**config.mk**
```make
export PLATFORM = sky130hd
export DESIGN_NAME = sha_front
export DESIGN_NICKNAME = d
export VERILOG_FILES = /design/src/rtl/sha_pkg.sv /design/src/rtl/sha_front.sv
export SDC_FILE = /design/constraint.sdc
export NUM_CORES = 2
export LEC_CHECK = 0
export ABC_CLOCK_PERIOD_IN_PS = 36300
export BUFFER_PORTS_ARGS = -buffer_cell sky130_fd_sc_hd__buf_2
export CORE_MARGIN = 1
export CORE_UTILIZATION = 50
export CTS_CLUSTER_DIAMETER = 50
export DETAILED_ROUTE_END_ITERATION = 8
export PLACE_DENSITY = 0.77
export SLEW_MARGIN = 20
export SYNTH_ARGS = -nofsm -noshare
export SYNTH_HDL_FRONTEND = slang
export SYNTH_SLANG_ARGS = --single-unit
```
**constraint.sdc**
```tcl
create_clock -name clk_i -period 36.3 [get_ports clk_i]
set_input_delay 3.63 -clock clk_i [delete_from_list [all_inputs] [get_ports clk_i]]
set_output_delay 3.63 -clock clk_i [all_outputs]
set_load 0.01 [all_outputs]
```
**src/rtl/sha_pkg.sv**
```systemverilog
// Shared types and constants for the SHA-256 byte stream hasher.
// No dependencies.
package sha_pkg;

  typedef struct packed {
    logic [7:0] data_byte;
    logic       has_byte;
    logic       end_of_message;
  } in_item_t;

  typedef struct packed {
    logic [31:0] digest_word;
    logic [2:0]  word_index;
    logic        last_word;
  } out_item_t;

  typedef enum logic [2:0] {
    ST_IDLE,
    ST_LOAD,
    ST_ROUND,
    ST_ADD,
    ST_EMIT
  } core_state_e;

  // Front part: collecting, padded block owed, length-only block owed.
  typedef enum logic [1:0] {
    PEND_NONE,
    PEND_PAD,
    PEND_LEN
  } pend_state_e;

  localparam logic [7:0] PadByte = 8'h80;

  localparam logic [255:0] InitHash = {
    32'h6a09e667, 32'hbb67ae85, 32'h3c6ef372, 32'ha54ff53a,
    32'h510e527f, 32'h9b05688c, 32'h1f83d9ab, 32'h5be0cd19
  };

  function automatic logic [31:0] round_const(input logic [5:0] t);
    logic [31:0] k;
    begin
      unique case (t)
        6'd0: k = 32'h428a2f98;  6'd1: k = 32'h71374491;  6'd2: k = 32'hb5c0fbcf;
        6'd3: k = 32'he9b5dba5;  6'd4: k = 32'h3956c25b;  6'd5: k = 32'h59f111f1;
        6'd6: k = 32'h923f82a4;  6'd7: k = 32'hab1c5ed5;  6'd8: k = 32'hd807aa98;
        6'd9: k = 32'h12835b01;  6'd10: k = 32'h243185be; 6'd11: k = 32'h550c7dc3;
        6'd12: k = 32'h72be5d74; 6'd13: k = 32'h80deb1fe; 6'd14: k = 32'h9bdc06a7;
        6'd15: k = 32'hc19bf174; 6'd16: k = 32'he49b69c1; 6'd17: k = 32'hefbe4786;
        6'd18: k = 32'h0fc19dc6; 6'd19: k = 32'h240ca1cc; 6'd20: k = 32'h2de92c6f;
        6'd21: k = 32'h4a7484aa; 6'd22: k = 32'h5cb0a9dc; 6'd23: k = 32'h76f988da;
        6'd24: k = 32'h983e5152; 6'd25: k = 32'ha831c66d; 6'd26: k = 32'hb00327c8;
        6'd27: k = 32'hbf597fc7; 6'd28: k = 32'hc6e00bf3; 6'd29: k = 32'hd5a79147;
        6'd30: k = 32'h06ca6351; 6'd31: k = 32'h14292967; 6'd32: k = 32'h27b70a85;
        6'd33: k = 32'h2e1b2138; 6'd34: k = 32'h4d2c6dfc; 6'd35: k = 32'h53380d13;
        6'd36: k = 32'h650a7354; 6'd37: k = 32'h766a0abb; 6'd38: k = 32'h81c2c92e;
        6'd39: k = 32'h92722c85; 6'd40: k = 32'ha2bfe8a1; 6'd41: k = 32'ha81a664b;
        6'd42: k = 32'hc24b8b70; 6'd43: k = 32'hc76c51a3; 6'd44: k = 32'hd192e819;
        6'd45: k = 32'hd6990624; 6'd46: k = 32'hf40e3585; 6'd47: k = 32'h106aa070;
        6'd48: k = 32'h19a4c116; 6'd49: k = 32'h1e376c08; 6'd50: k = 32'h2748774c;
        6'd51: k = 32'h34b0bcb5; 6'd52: k = 32'h391c0cb3; 6'd53: k = 32'h4ed8aa4a;
        6'd54: k = 32'h5b9cca4f; 6'd55: k = 32'h682e6ff3; 6'd56: k = 32'h748f82ee;
        6'd57: k = 32'h78a5636f; 6'd58: k = 32'h84c87814; 6'd59: k = 32'h8cc70208;
        6'd60: k = 32'h90befffa; 6'd61: k = 32'ha4506ceb; 6'd62: k = 32'hbef9a3f7;
        default: k = 32'hc67178f2;
      endcase
      return k;
    end
  endfunction

  // Block request from the front part to the compression core.
  typedef struct packed {
    logic [511:0] block;
    logic         final_blk;
  } blk_req_t;

endpackage

```
**src/rtl/sha_front.sv**
```systemverilog
// Front part: collects bytes into a 64-byte block, adds padding and length.
// Depends on sha_pkg.
module sha_front (
  input  logic                clk_i,
  input  logic                rst_ni,
  input  logic                valid_i,
  output logic                ready_o,
  input  sha_pkg::in_item_t   in_i,
  output logic                blk_valid_o,
  input  logic                blk_ready_i,
  output sha_pkg::blk_req_t   blk_o
);

  logic [511:0] buf_q, buf_d;
  logic [60:0]  cnt_q, cnt_d;
  sha_pkg::pend_state_e pend_q, pend_d;
  logic         bv_q, bv_d;
  sha_pkg::blk_req_t breq_q, breq_d;

  logic [5:0]   pos;
  logic [60:0]  cnt_inc;
  logic [511:0] wbuf;
  logic [511:0] padded;
  logic [63:0]  bits;
  logic         acc;

  assign ready_o     = (pend_q == sha_pkg::PEND_NONE) && !bv_q;
  assign acc         = valid_i && ready_o;
  assign blk_valid_o = bv_q;
  assign blk_o       = breq_q;

  always_comb begin
    pos     = cnt_q[5:0];
    cnt_inc = cnt_q + 61'd1;
    wbuf    = buf_q;
    wbuf[511 - {pos, 3'b000} -: 8] = in_i.data_byte;
  end

  // Pad the buffer at the current count: 0x80 at pos, zeros after.
  always_comb begin
    bits   = {cnt_q, 3'b000};
    padded = buf_q;
    for (int i = 0; i < 64; i++) begin
      if (i[5:0] == cnt_q[5:0]) padded[511 - 8*i -: 8] = sha_pkg::PadByte;
      else if (i[5:0] > cnt_q[5:0]) padded[511 - 8*i -: 8] = 8'h00;
    end
  end

  always_comb begin
    pend_d = pend_q;
    unique case (pend_q)
      sha_pkg::PEND_NONE: if (acc && in_i.end_of_message) pend_d = sha_pkg::PEND_PAD;
      sha_pkg::PEND_PAD: begin
        if (!bv_q) pend_d = (cnt_q[5:0] > 6'd55) ? sha_pkg::PEND_LEN : sha_pkg::PEND_NONE;
      end
      sha_pkg::PEND_LEN: if (!bv_q) pend_d = sha_pkg::PEND_NONE;
      default:           pend_d = sha_pkg::PEND_NONE;
    endcase
  end

  always_comb begin
    buf_d  = buf_q;
    cnt_d  = cnt_q;
    bv_d   = bv_q;
    breq_d = breq_q;
    if (bv_q && blk_ready_i) bv_d = 1'b0;
    if (acc) begin
      if (in_i.has_byte) begin
        buf_d = wbuf;
        cnt_d = cnt_inc;
        if (pos == 6'd63) begin
          bv_d   = 1'b1;
          breq_d = '{block: wbuf, final_blk: 1'b0};
        end
      end
    end else if (!bv_q && pend_q == sha_pkg::PEND_PAD) begin
      bv_d = 1'b1;
      if (cnt_q[5:0] > 6'd55) begin
        breq_d = '{block: padded, final_blk: 1'b0};
      end else begin
        breq_d = '{block: {padded[511:64], bits}, final_blk: 1'b1};
        cnt_d  = '0;
      end
    end else if (!bv_q && pend_q == sha_pkg::PEND_LEN) begin
      bv_d   = 1'b1;
      breq_d = '{block: {448'd0, bits}, final_blk: 1'b1};
      cnt_d  = '0;
    end
  end

  always_ff @(posedge clk_i or negedge rst_ni) begin
    if (!rst_ni) begin
      cnt_q  <= '0;
      pend_q <= sha_pkg::PEND_NONE;
      bv_q   <= 1'b0;
    end else begin
      cnt_q  <= cnt_d;
      pend_q <= pend_d;
      bv_q   <= bv_d;
    end
  end

  always_ff @(posedge clk_i) begin
    buf_q  <= buf_d;
    breq_q <= breq_d;
  end

endmodule

```
==> impl_metrics.tcl <==
set metrics [dict create \
    synth_seq_cells 1089 \
    max_freq_mhz 149.6 \
    yosysTopAreaCell "edfxtp_1" \
    drt-pass1-iter-count 8 \
    core_mm2 0.09515 \
    seq_area_mm2 0.03239 \
    r2r.worst_path.cells 7 \
    async_flop_share_pct 5.877 \
    hold_path_class "reg2reg" \
    overflow 0 \
    netlist_instances 3991 \
    hold_end "blk_o[325]" \
    boundaryPins 529 \
    cts_sinks 1089 \
    worstHoldStart "buf_q[324]" \
    whs_ns 0.5475 \
    crit_path_start_kind "primary input" \
    crit_path_end_kind "flop" \
    cp_slowest_cell "buf_4" \
    crit_required_ns 36.62 \
    crit_chain "buf_2 > a211oi_1 > or2_2 > a21oi_4 > buf_12 > buf_4" \
    h-tree-depth 3 \
    synth.distinct_cells 78 \
    antenna_found_initial 13 \
    yosys.area.top_type_share_pct 63.99 \
    tns_ns 0 \
    wirelength_mm 159.0 \
    cts_tree "done" \
    critical_path_class "in2reg" \
    yosysMostFrequentCell "edfxtp_1" \
    ys_seq_area_share_pct 67.32 \
    reg2reg_to "blk_o[276]" \
    initial_core_util_pct 50.55 \
    hold_viol_final 0 \
    p_leak_nw 20.61 \
    syn_to_final_growth_pct 15.26 \
    dp_hpwl_mm 105.4 \
    vias 37180 \
    synthTopCellsByArea "edfxtp_1, o21ai_0, nand2_1, a22o_1, dfrtp_1" \
    drive_gt1_share_pct 19.01 \
    r2r_start "cnt_q[2]" \
    avgSynthCellArea_um2 12.05 \
    postSynthNetCount 4012 \
    synthFlopType "edfxtp_1" \
    ir_worst_vdd_mv 0.04494 \
    holdBufCountCts 0 \
    rsz0062_at_grt "no" \
    multi_input_area_mm2 0.01458 \
    power_density_mw_per_mm2 71.12 \
    grt_max_degree 172 \
    hold_depth 2 \
    cpPeakStageDelay_ns 0.85 \
    arrival_ns 7.00 \
    placed_cells 5578 \
    drv_cap 0 \
    clock-root-buffer "clkbuf_16" \
    ys_top_cells_by_count "edfxtp_1, nand2_1, o21ai_0, a22o_1, clkbuf_1" \
    final_nets 4449 \
    slew_violations 0 \
    period_needed_ns 6.683 \
    critPathTopFamily "buffers and inverters" \
    wl_per_cell_um 27.47 \
    cts_buffer_depth 3 \
    clk_pin_slew_ns 0.06 \
    nFillCells 7554 \
    crit_fanout 163 \
    grt_pass1_wl_mm 229.3 \
    layout.cells.non_filler 5789 \
    r2r_slack_ns 31.01 \
    portBuffers 528 \
    drc 0 \
    viasPerCell 6.423 \
    cp_num_buf_inv 3 \
    worst_pin_slew_ns 1.278 \
    setup_viol 0 \
    cts_setup_buffers 0 \
    yosysWarnings 0 \
    die_h_um 312.2 \
    dieArea_mm2 0.09745 \
    drtIter0Drc 5738 \
    worst_clock_skew_ns 0.02765 \
    grt_pass1_vias 34820 \
    die-width_um 312.2 \
    ant_nets 0 \
    clk_latency_ns 0.71 \
    cts_resized 0 \
    synth_edf_count 1025 \
    maxSlewHeadroom_pct 14.58 \
    finalCritPeriodShare_pct 18.41 \
    grtUsageTotal_pct 31.69 \
    syn_area_mm2 0.04810 \
    gp_congestion 0.9059 \
    cts_buffers 113 \
    rows 113 \
    outcome "finished, final reports clean" \
]
cells by family after synthesis:
| group | share of synthesized area, % |
|---|---|
| flip-flops | 67.32 |
| AND/OR/NAND/NOR | 11.57 |
| adder cells (fa/ha/maj) | 0.1821 |
| multiplexers | 1.623 |
| XOR/XNOR | 0.2731 |
| AO/OA/AOI/OAI | 16.50 |
| buffers and inverters | 2.539 |
worst max-delay path by stage:
stage,to,startpoint,cells past startpoint,slack [ns]
2_1_floorplan,blk_o[0],in_i[1],3,5.96
3_3_place_gp,blk_o[314],valid_i,6,28.95
3_5_place_dp,blk_o[314],valid_i,6,28.90
4_1_cts,blk_o[511],valid_i,6,29.63
5_1_grt,blk_o[276],valid_i,6,29.45
6_report,blk_o[276],valid_i,6,29.62
registers in the layout (all words and copies together) (netlist names):
signal / cells
blk_valid_o: 1
cnt_q: 61
buf_q: 512
blk_o: 513
pend_q: 2
per-layer routing:
metal	vias to the layer above	wire [um]	GRT usage, %
met3	486	19530	7.638
met2	2735	71870	48.13
li1	15960	-	-
met5	-	13	0
met4	2	10110	18.49
met1	18000	57520	41.68
power breakdown:
group	switching [W]	internal (W)	total (W)	leakage, nW
registers	0.000140	0.00172	0.00186	10.5
logic	0.000674	0.000251	0.000926	8.34
clock network	0.000505	0.000649	0.00115	1.77
cell type report:
class | instances | area share [%]
sequential | 1089 | 58.42
tap | 1265 | 2.855
inverter | 48 | 0.3250
timing repair buffer | 580 | 5.538
clock inverter | 71 | 1.128
multi-input combinational | 2596 | 26.30
antenna | 1 | 0.004513
clock buffer | 139 | 5.427
layout by cell type, fill, tap and decap left out, drive strengths merged, types with 8 or more instances in the layout:
| cell | netlist | layout |
|---|---|---|
| nand3 | 103 | 103 |
| bufinv | 0 | 8 |
| nand2 | 776 | 776 |
| nand4 | 39 | 39 |
| or4 | 11 | 11 |
| edfxtp | 1025 | 1025 |
| a21oi | 103 | 103 |
| o31ai | 25 | 25 |
| and2 | 29 | 29 |
| o22ai | 9 | 9 |
| inv | 47 | 60 |
| buf | 66 | 580 |
| or3 | 38 | 38 |
| nor2b | 17 | 17 |
| clkbuf | 192 | 139 |
| o2bb2ai | 46 | 46 |
| clkinv | 1 | 44 |
| nand2b | 9 | 9 |
| a31oi | 12 | 12 |
| a21o | 29 | 29 |
| mux2 | 56 | 56 |
| a221o | 18 | 18 |
| nor2 | 168 | 168 |
| dfrtp | 64 | 64 |
| and3 | 20 | 20 |
| nor4 | 9 | 9 |
| xor2 | 10 | 10 |
| a32o | 44 | 44 |
| a21boi | 8 | 8 |
| o21ai | 658 | 658 |
| a22oi | 19 | 19 |
| a22o | 224 | 224 |
| nor3 | 26 | 26 |
| mux2i | 15 | 15 |
metrics by stage:
| step | util [%] | power, W | setup WS, ns | area, um2 |
|---|---|---|---|---|
| 6_report | 58.27 | 0.003943 | 29.62 | 55440 |
| 5_1_grt | 58.27 | 0.004054 | 29.45 | 55440 |
| 4_1_cts | 58.25 | 0.003918 | 29.63 | 55430 |
| 3_5_place_dp | 54.43 | 0.002782 | 28.90 | 51800 |
| 3_3_place_gp | 54.43 | 0.002762 | 28.95 | 51800 |
| 2_1_floorplan | - | 0.002568 | 5.956 | 48100 |
worst reg2reg max path, stage by stage (launching register included):
cell and delay, ns:
dfrtp_2 0.34, buf_4 0.54, nand2_1 0.41, nor2_1 0.59, nand2_1 0.31, a21oi_4 0.91
buf_12 0.65, buf_4 1.10
(Power assumes the default switching activity.)
