===== config.mk =====
export PLATFORM = sky130hd
export DESIGN_NAME = sha_core
export DESIGN_NICKNAME = d
export VERILOG_FILES = /design/src/rtl/sha_pkg.sv /design/src/rtl/sha_core.sv
export SDC_FILE = /design/constraint.sdc
export NUM_CORES = 2
export LEC_CHECK = 0
export ABC_AREA = 1
export CAP_MARGIN = 15
export CELL_PAD_IN_SITES_DETAIL_PLACEMENT = 1
export CELL_PAD_IN_SITES_GLOBAL_PLACEMENT = 1
export CORE_UTILIZATION = 34
export DETAILED_ROUTE_END_ITERATION = 8
export DONT_BUFFER_PORTS = 1
export GPL_TIMING_DRIVEN = 0
export PLACE_DENSITY = 0.68
export SLEW_MARGIN = 20
export SYNTH_ARGS = -nofsm -noshare
export SYNTH_HDL_FRONTEND = slang
export SYNTH_SLANG_ARGS = --single-unit

===== constraint.sdc =====
create_clock -name clk_i -period 24.1 [get_ports clk_i]
set_clock_uncertainty 0.2 [all_clocks]
set_input_delay 3.615 -clock clk_i [delete_from_list [all_inputs] [get_ports clk_i]]
set_output_delay 3.615 -clock clk_i [all_outputs]
set_load 0.02 [all_outputs]

===== src/rtl/sha_pkg.sv =====
// Shared types and constants for the SHA-256 byte stream hasher.
// No dependencies.
package sha_pkg;

  typedef struct packed {
    logic [7:0] data_byte;
    logic       has_byte;
    logic       end_of_message;
  } in_item_t;

  typedef struct packed {
    logic [31:0] digest_word;
    logic [2:0]  word_index;
    logic        last_word;
  } out_item_t;

  typedef enum logic [2:0] {
    ST_IDLE,
    ST_LOAD,
    ST_ROUND,
    ST_ADD,
    ST_EMIT
  } core_state_e;

  // Front part: collecting, padded block owed, length-only block owed.
  typedef enum logic [1:0] {
    PEND_NONE,
    PEND_PAD,
    PEND_LEN
  } pend_state_e;

  localparam logic [7:0] PadByte = 8'h80;

  localparam logic [255:0] InitHash = {
    32'h6a09e667, 32'hbb67ae85, 32'h3c6ef372, 32'ha54ff53a,
    32'h510e527f, 32'h9b05688c, 32'h1f83d9ab, 32'h5be0cd19
  };

  function automatic logic [31:0] round_const(input logic [5:0] t);
    logic [31:0] k;
    begin
      unique case (t)
        6'd0: k = 32'h428a2f98;  6'd1: k = 32'h71374491;  6'd2: k = 32'hb5c0fbcf;
        6'd3: k = 32'he9b5dba5;  6'd4: k = 32'h3956c25b;  6'd5: k = 32'h59f111f1;
        6'd6: k = 32'h923f82a4;  6'd7: k = 32'hab1c5ed5;  6'd8: k = 32'hd807aa98;
        6'd9: k = 32'h12835b01;  6'd10: k = 32'h243185be; 6'd11: k = 32'h550c7dc3;
        6'd12: k = 32'h72be5d74; 6'd13: k = 32'h80deb1fe; 6'd14: k = 32'h9bdc06a7;
        6'd15: k = 32'hc19bf174; 6'd16: k = 32'he49b69c1; 6'd17: k = 32'hefbe4786;
        6'd18: k = 32'h0fc19dc6; 6'd19: k = 32'h240ca1cc; 6'd20: k = 32'h2de92c6f;
        6'd21: k = 32'h4a7484aa; 6'd22: k = 32'h5cb0a9dc; 6'd23: k = 32'h76f988da;
        6'd24: k = 32'h983e5152; 6'd25: k = 32'ha831c66d; 6'd26: k = 32'hb00327c8;
        6'd27: k = 32'hbf597fc7; 6'd28: k = 32'hc6e00bf3; 6'd29: k = 32'hd5a79147;
        6'd30: k = 32'h06ca6351; 6'd31: k = 32'h14292967; 6'd32: k = 32'h27b70a85;
        6'd33: k = 32'h2e1b2138; 6'd34: k = 32'h4d2c6dfc; 6'd35: k = 32'h53380d13;
        6'd36: k = 32'h650a7354; 6'd37: k = 32'h766a0abb; 6'd38: k = 32'h81c2c92e;
        6'd39: k = 32'h92722c85; 6'd40: k = 32'ha2bfe8a1; 6'd41: k = 32'ha81a664b;
        6'd42: k = 32'hc24b8b70; 6'd43: k = 32'hc76c51a3; 6'd44: k = 32'hd192e819;
        6'd45: k = 32'hd6990624; 6'd46: k = 32'hf40e3585; 6'd47: k = 32'h106aa070;
        6'd48: k = 32'h19a4c116; 6'd49: k = 32'h1e376c08; 6'd50: k = 32'h2748774c;
        6'd51: k = 32'h34b0bcb5; 6'd52: k = 32'h391c0cb3; 6'd53: k = 32'h4ed8aa4a;
        6'd54: k = 32'h5b9cca4f; 6'd55: k = 32'h682e6ff3; 6'd56: k = 32'h748f82ee;
        6'd57: k = 32'h78a5636f; 6'd58: k = 32'h84c87814; 6'd59: k = 32'h8cc70208;
        6'd60: k = 32'h90befffa; 6'd61: k = 32'ha4506ceb; 6'd62: k = 32'hbef9a3f7;
        default: k = 32'hc67178f2;
      endcase
      return k;
    end
  endfunction

  // Block request from the front part to the compression core.
  typedef struct packed {
    logic [511:0] block;
    logic         final_blk;
  } blk_req_t;

endpackage


===== src/rtl/sha_core.sv =====
// Back part: 64-round compression, one round per cycle, and digest output.
// Depends on sha_pkg.
module sha_core (
  input  logic                clk_i,
  input  logic                rst_ni,
  input  logic                blk_valid_i,
  output logic                blk_ready_o,
  input  sha_pkg::blk_req_t   blk_i,
  output logic                valid_o,
  input  logic                ready_i,
  output sha_pkg::out_item_t  out_o
);

  sha_pkg::core_state_e state_q, state_d;
  logic [255:0] hv_q, hv_d;
  logic [255:0] v_q, v_d;
  logic [511:0] w_q, w_d;
  logic [5:0]   rnd_q, rnd_d;
  logic [2:0]   idx_q, idx_d;
  logic         fin_q, fin_d;

  logic [31:0] a, b, c, d, e, f, g, h, w0, s0, s1, t1, t2, wn;
  logic [31:0] x, y;

  assign blk_ready_o = (state_q == sha_pkg::ST_IDLE);

  always_comb begin
    {a, b, c, d, e, f, g, h} = v_q;
    w0 = w_q[511:480];
    x  = w_q[479:448];
    y  = w_q[63:32];
    s0 = {x[6:0], x[31:7]} ^ {x[17:0], x[31:18]} ^ (x >> 3);
    s1 = {y[16:0], y[31:17]} ^ {y[18:0], y[31:19]} ^ (y >> 10);
    wn = w0 + s0 + w_q[223:192] + s1;
    t1 = h + ({e[5:0], e[31:6]} ^ {e[10:0], e[31:11]} ^ {e[24:0], e[31:25]})
           + ((e & f) ^ (~e & g)) + sha_pkg::round_const(rnd_q) + w0;
    t2 = ({a[1:0], a[31:2]} ^ {a[12:0], a[31:13]} ^ {a[21:0], a[31:22]})
           + ((a & b) ^ (a & c) ^ (b & c));
  end

  always_comb begin
    state_d = state_q;
    unique case (state_q)
      sha_pkg::ST_IDLE:  if (blk_valid_i) state_d = sha_pkg::ST_ROUND;
      sha_pkg::ST_ROUND: if (rnd_q == 6'd63) state_d = sha_pkg::ST_ADD;
      sha_pkg::ST_ADD:   state_d = fin_q ? sha_pkg::ST_EMIT : sha_pkg::ST_IDLE;
      sha_pkg::ST_EMIT:  if (ready_i && idx_q == 3'd7) state_d = sha_pkg::ST_IDLE;
      default:           state_d = sha_pkg::ST_IDLE;
    endcase
  end

  always_comb begin
    hv_d  = hv_q;
    v_d   = v_q;
    w_d   = w_q;
    rnd_d = rnd_q;
    idx_d = idx_q;
    fin_d = fin_q;
    unique case (state_q)
      sha_pkg::ST_IDLE: begin
        if (blk_valid_i) begin
          v_d   = hv_q;
          w_d   = blk_i.block;
          fin_d = blk_i.final_blk;
          rnd_d = '0;
        end
      end
      sha_pkg::ST_ROUND: begin
        v_d   = {t1 + t2, a, b, c, d + t1, e, f, g};
        w_d   = {w_q[479:0], wn};
        rnd_d = rnd_q + 6'd1;
      end
      sha_pkg::ST_ADD: begin
        for (int i = 0; i < 8; i++) hv_d[32*i +: 32] = hv_q[32*i +: 32] + v_q[32*i +: 32];
        idx_d = '0;
      end
      sha_pkg::ST_EMIT: begin
        if (ready_i) begin
          idx_d = idx_q + 3'd1;
          // Reinitialize after the last word for the next message.
          if (idx_q == 3'd7) hv_d = sha_pkg::InitHash;
        end
      end
      default: ;
    endcase
  end

  assign valid_o = (state_q == sha_pkg::ST_EMIT);
  assign out_o.digest_word = hv_q[255 - {idx_q, 5'b00000} -: 32];
  assign out_o.word_index  = idx_q;
  assign out_o.last_word   = (idx_q == 3'd7);

  always_ff @(posedge clk_i or negedge rst_ni) begin
    if (!rst_ni) begin
      state_q <= sha_pkg::ST_IDLE;
      hv_q    <= sha_pkg::InitHash;
      rnd_q   <= '0;
      idx_q   <= '0;
      fin_q   <= 1'b0;
    end else begin
      state_q <= state_d;
      hv_q    <= hv_d;
      rnd_q   <= rnd_d;
      idx_q   <= idx_d;
      fin_q   <= fin_d;
    end
  end

  always_ff @(posedge clk_i) begin
    v_q <= v_d;
    w_q <= w_d;
  end

endmodule


==> flow_metrics.py <==
metrics = {
    "cts": {
        "cts.repair_timing.setup_buffer_count": 0,
        "cts_buffer_depth": 3,
        "clock_sinks": 1037,
        "post_cts_resized": 0,
        "post_cts_hold_buffer_count": 0,
        "cts.reportedPaths.clkPinSlew_ns": 0.06,
        "clkLatencyLatePin_ns": 0.82,
        "cts.htree.levels": 4,
        "tritoncts.num_buffers": 133,
        "cts_tree": "done",
        "clock_root_buffer": "clkbuf_16",
    },
    "global_routing": {
        "grt_start_max_net_pins": 270,
        "number_of_global_route_vias_before_repair": 74200,
        "grt_overflow_total": 0,
        "first_pass_grt_wire_length_um": 591000,
        "globalRouteTotalUtil_pct": 37.1,
        "grt_antenna_before_repair": 43,
    },
    "synth": {
        "synth_enable_flop_cells": 768,
        "simple_gate_fraction_of_synth_area_pct": 21.0,
        "synth_top_cell_area_share_pct": 30.0,
        "muxShareOfSynthArea_pct": 0.0146,
        "ys_seq_elements": 1037,
        "synth_fp_nets": 10900,
        "synth-main-ff-cell": "edfxtp_1",
        "synthesis.yosys.warnings": 0,
        "netlist_area_um2": 76900,
        "synth_top_family_by_area": "simple AND/OR/NAND/NOR gates",
        "ys_seq_area_share_pct": 38.9,
        "synth.largest_area_cell": "edfxtp_1",
        "syn_avg_cell_area_um2": 7.87,
        "netlist_top_cells_count": "nand2_1 (2973), inv_1 (1146), o21ai_0 (815)",
        "yosys.area_share.adder_pct": 11.6,
        "cell_with_the_most_instances_after_synthesis": "nand2_1",
        "netlist-cell-type-count": 74,
        "netlist_instances": 9772,
        "synth-compound-area-share_pct": 16.0,
        "asyncSetResetFlopFracSynth_pct": 25.9,
        "synth.top_cells.by_area": "edfxtp_1 (30%), nand2_1 (15%), ha_1 (6.5%)",
        "synth-xor-area-share_pct": 4.31,
    },
    "timing": {
        "finalHoldViolations": 0,
        "hold_ws_ns": 0.309,
        "max_slew.worst_pin.slew_ns": 1.34,
        "min_period_over_period_pct": 44.1,
        "slew_headroom_pct": 10.6,
        "fmax_mhz": 94.1,
        "timing.final.setup_violations": 0,
        "rsz0062_at_grt": "no",
        "period_minus_slack_ns": 10.63,
        "slew_violations": 0,
    },
    "job": {
        "max-cap-violations": 0,
    },
    "routing": {
        "final_antenna_net_count": 0,
        "routed-via-count": 74800,
        "via_per_inst": 5.72,
        "drc_errors": 116,
        "detailedRoute.firstIterationViolations": 8963,
        "drt_pass1_iterations": 8,
        "drt-wirelength-per-cell_um": 33.2,
        "detailed_route_wl_um": 434000,
    },
    "critical_path": {
        "worstRegToRegCells": 33,
        "end_kind": "flip-flop",
        "cp_data_arrival_time_ns": 10.96,
        "slack_of_the_worst_reg_to_reg_path_ns": 13.47,
        "cpMaxStageDelayCell": "nor2_1",
        "slowest_delay_ns": 0.94,
        "required_ns": 24.43,
        "critical_path_class": "flip-flop to flip-flop",
        "startpoint_type": "flip-flop",
        "critical_path.max_fanout": 10,
    },
    "final_layout": {
        "final_layout_size_suffix_gt1_share_pct": 7.57,
        "final-seq-area_um2": 30000,
        "layout-area-overhead-vs-synth_pct": 11.5,
        "final_net_count": 11000,
        "multi_input_comb_area_um2": 40700,
        "finish.instance_area_um2": 85800,
        "nFillCells": 27200,
    },
    "floorplan": {
        "floorplan.die_area_um2": 228000,
        "ios": 555,
        "placementRows": 174,
        "core_um2": 225000,
        "initial_utilization_pct": 34.2,
        "dieHeight_um": 478,
        "fp.dieW_um": 478,
    },
    "min_path": {
        "worstHoldPathCells": 2,
        "hold_class": "flip-flop to flip-flop",
    },
    "placed_design": {
        "port_buffers": 0,
        "gp_congestion": 1.07,
        "cell_area_after_placement_um2": 81400,
        "dp_hpwl_um": 359000,
    },
    "outcome": {
        "run_status": "finished with violations",
        "violated_checks": "design-rule violations",
    },
}
[layout by cell type (no fill, tap or decap), types with 19 or more instances in the layout]
cell / count
nand4_1: 60
o22ai_1: 79
nor2_1: 535
nor3_1: 85
a21boi_0: 27
fa_1: 197
o21bai_1: 77
xor2_1: 198
dfstp_2: 136
nand3_1: 315
xnor2_1: 175
inv_1: 1145
diode_2: 37
a31oi_1: 62
o211ai_1: 26
o21ai_0: 813
clkbuf_1: 207
ha_1: 397
clkinv_1: 22
o21a_1: 23
nand3b_1: 22
a21oi_1: 654
inv_2: 88
o21ai_1: 84
nand2_1: 2973
dfrtp_1: 133
buf_2: 151
o22ai_2: 50
o221ai_1: 19
edfxtp_1: 768
clkbuf_16: 135
a21o_1: 72
[final cells by class]
| type | instances | share of cell area, % |
|---|---|---|
| diodes | 37 | 0.108 |
| plain buffers | 359 | 1.91 |
| clock buffers | 185 | 4.23 |
| clock inverters | 59 | 0.772 |
| inverters | 1236 | 5.42 |
| multi-input cells | 7140 | 47.5 |
| flip-flops and latches | 1037 | 34.9 |
| well taps | 2992 | 4.36 |
| repair buffers | 30 | 0.759 |
[layer usage]
| metal | global-route usage (%) | share of wire [%] |
|---|---|---|
| met1 | 50.6 | 43 |
| met2 | 55.1 | 42 |
| met3 | 9.38 | 9.5 |
| met4 | 16.6 | 5.2 |
| met5 | 0 | 0.011 |
[metrics by stage]
| stage | utilization [%] | instances | setup TNS, ns | setup slack [ns] |
|---|---|---|---|---|
| after floorplan | - | 9772 | 0 | 4.10 |
| after global placement | 35.9 | 12800 | -2537.57 | -4.32 |
| after detailed placement | 36.2 | 12800 | 0 | 14.02 |
| after CTS | 38.1 | 13000 | 0 | 13.98 |
| after global routing | 38.1 | 13100 | 0 | 13.39 |
| final | 38.1 | 13100 | 0 | 13.47 |
[registers in the layout (all words and copies together), names as in the netlist]
signal / flops
w_q: 512
hv_q: 256
v_q: 256
rnd_q: 6
idx_q: 3
state_q: 3
fin_q: 1
[worst max-delay path: cells and delay by family (launching register included)]
kind,cells,cell delay [ns]
and+or+nand+nor,14,2.90
AOI/OAI and AO/OA,6,1.56
xor gates and xnor gates,1,0.74
DFF,1,0.61
adders and majority gates,5,2.37
buffers and inverters,7,1.92
[cell families after synthesis]
kind of cell,count (synthesis)
AO/OA/AOI/OAI,2115
multiplexers,1
flip-flops,1037
adder cells (fa/ha/maj),595
AND/OR/NAND/NOR,4053
buffers and inverters,1595
XOR/XNOR,376
[path summary, 6_finish.rpt]
path | startpoint | to
max | rnd_q[0]$_DFFE_PN0P_ | v_q[255]$_DFFE_PP_
min | fin_q$_DFFE_PN0P_ | state_q[2]$_DFFE_PN0P_
max reg2reg | rnd_q[0]$_DFFE_PN0P_ | v_q[255]$_DFFE_PP_
min reg2reg | fin_q$_DFFE_PN0P_ | state_q[2]$_DFFE_PN0P_
max in group asynchronous | rst_ni | hv_q[1]$_DFFE_PN0P_
min in group asynchronous | rst_ni | hv_q[170]$_DFFE_PN0P_
Power is left out: the tool's default activity adds up to more than one toggle a clock period on the data nets, which glitch-free logic cannot reach.
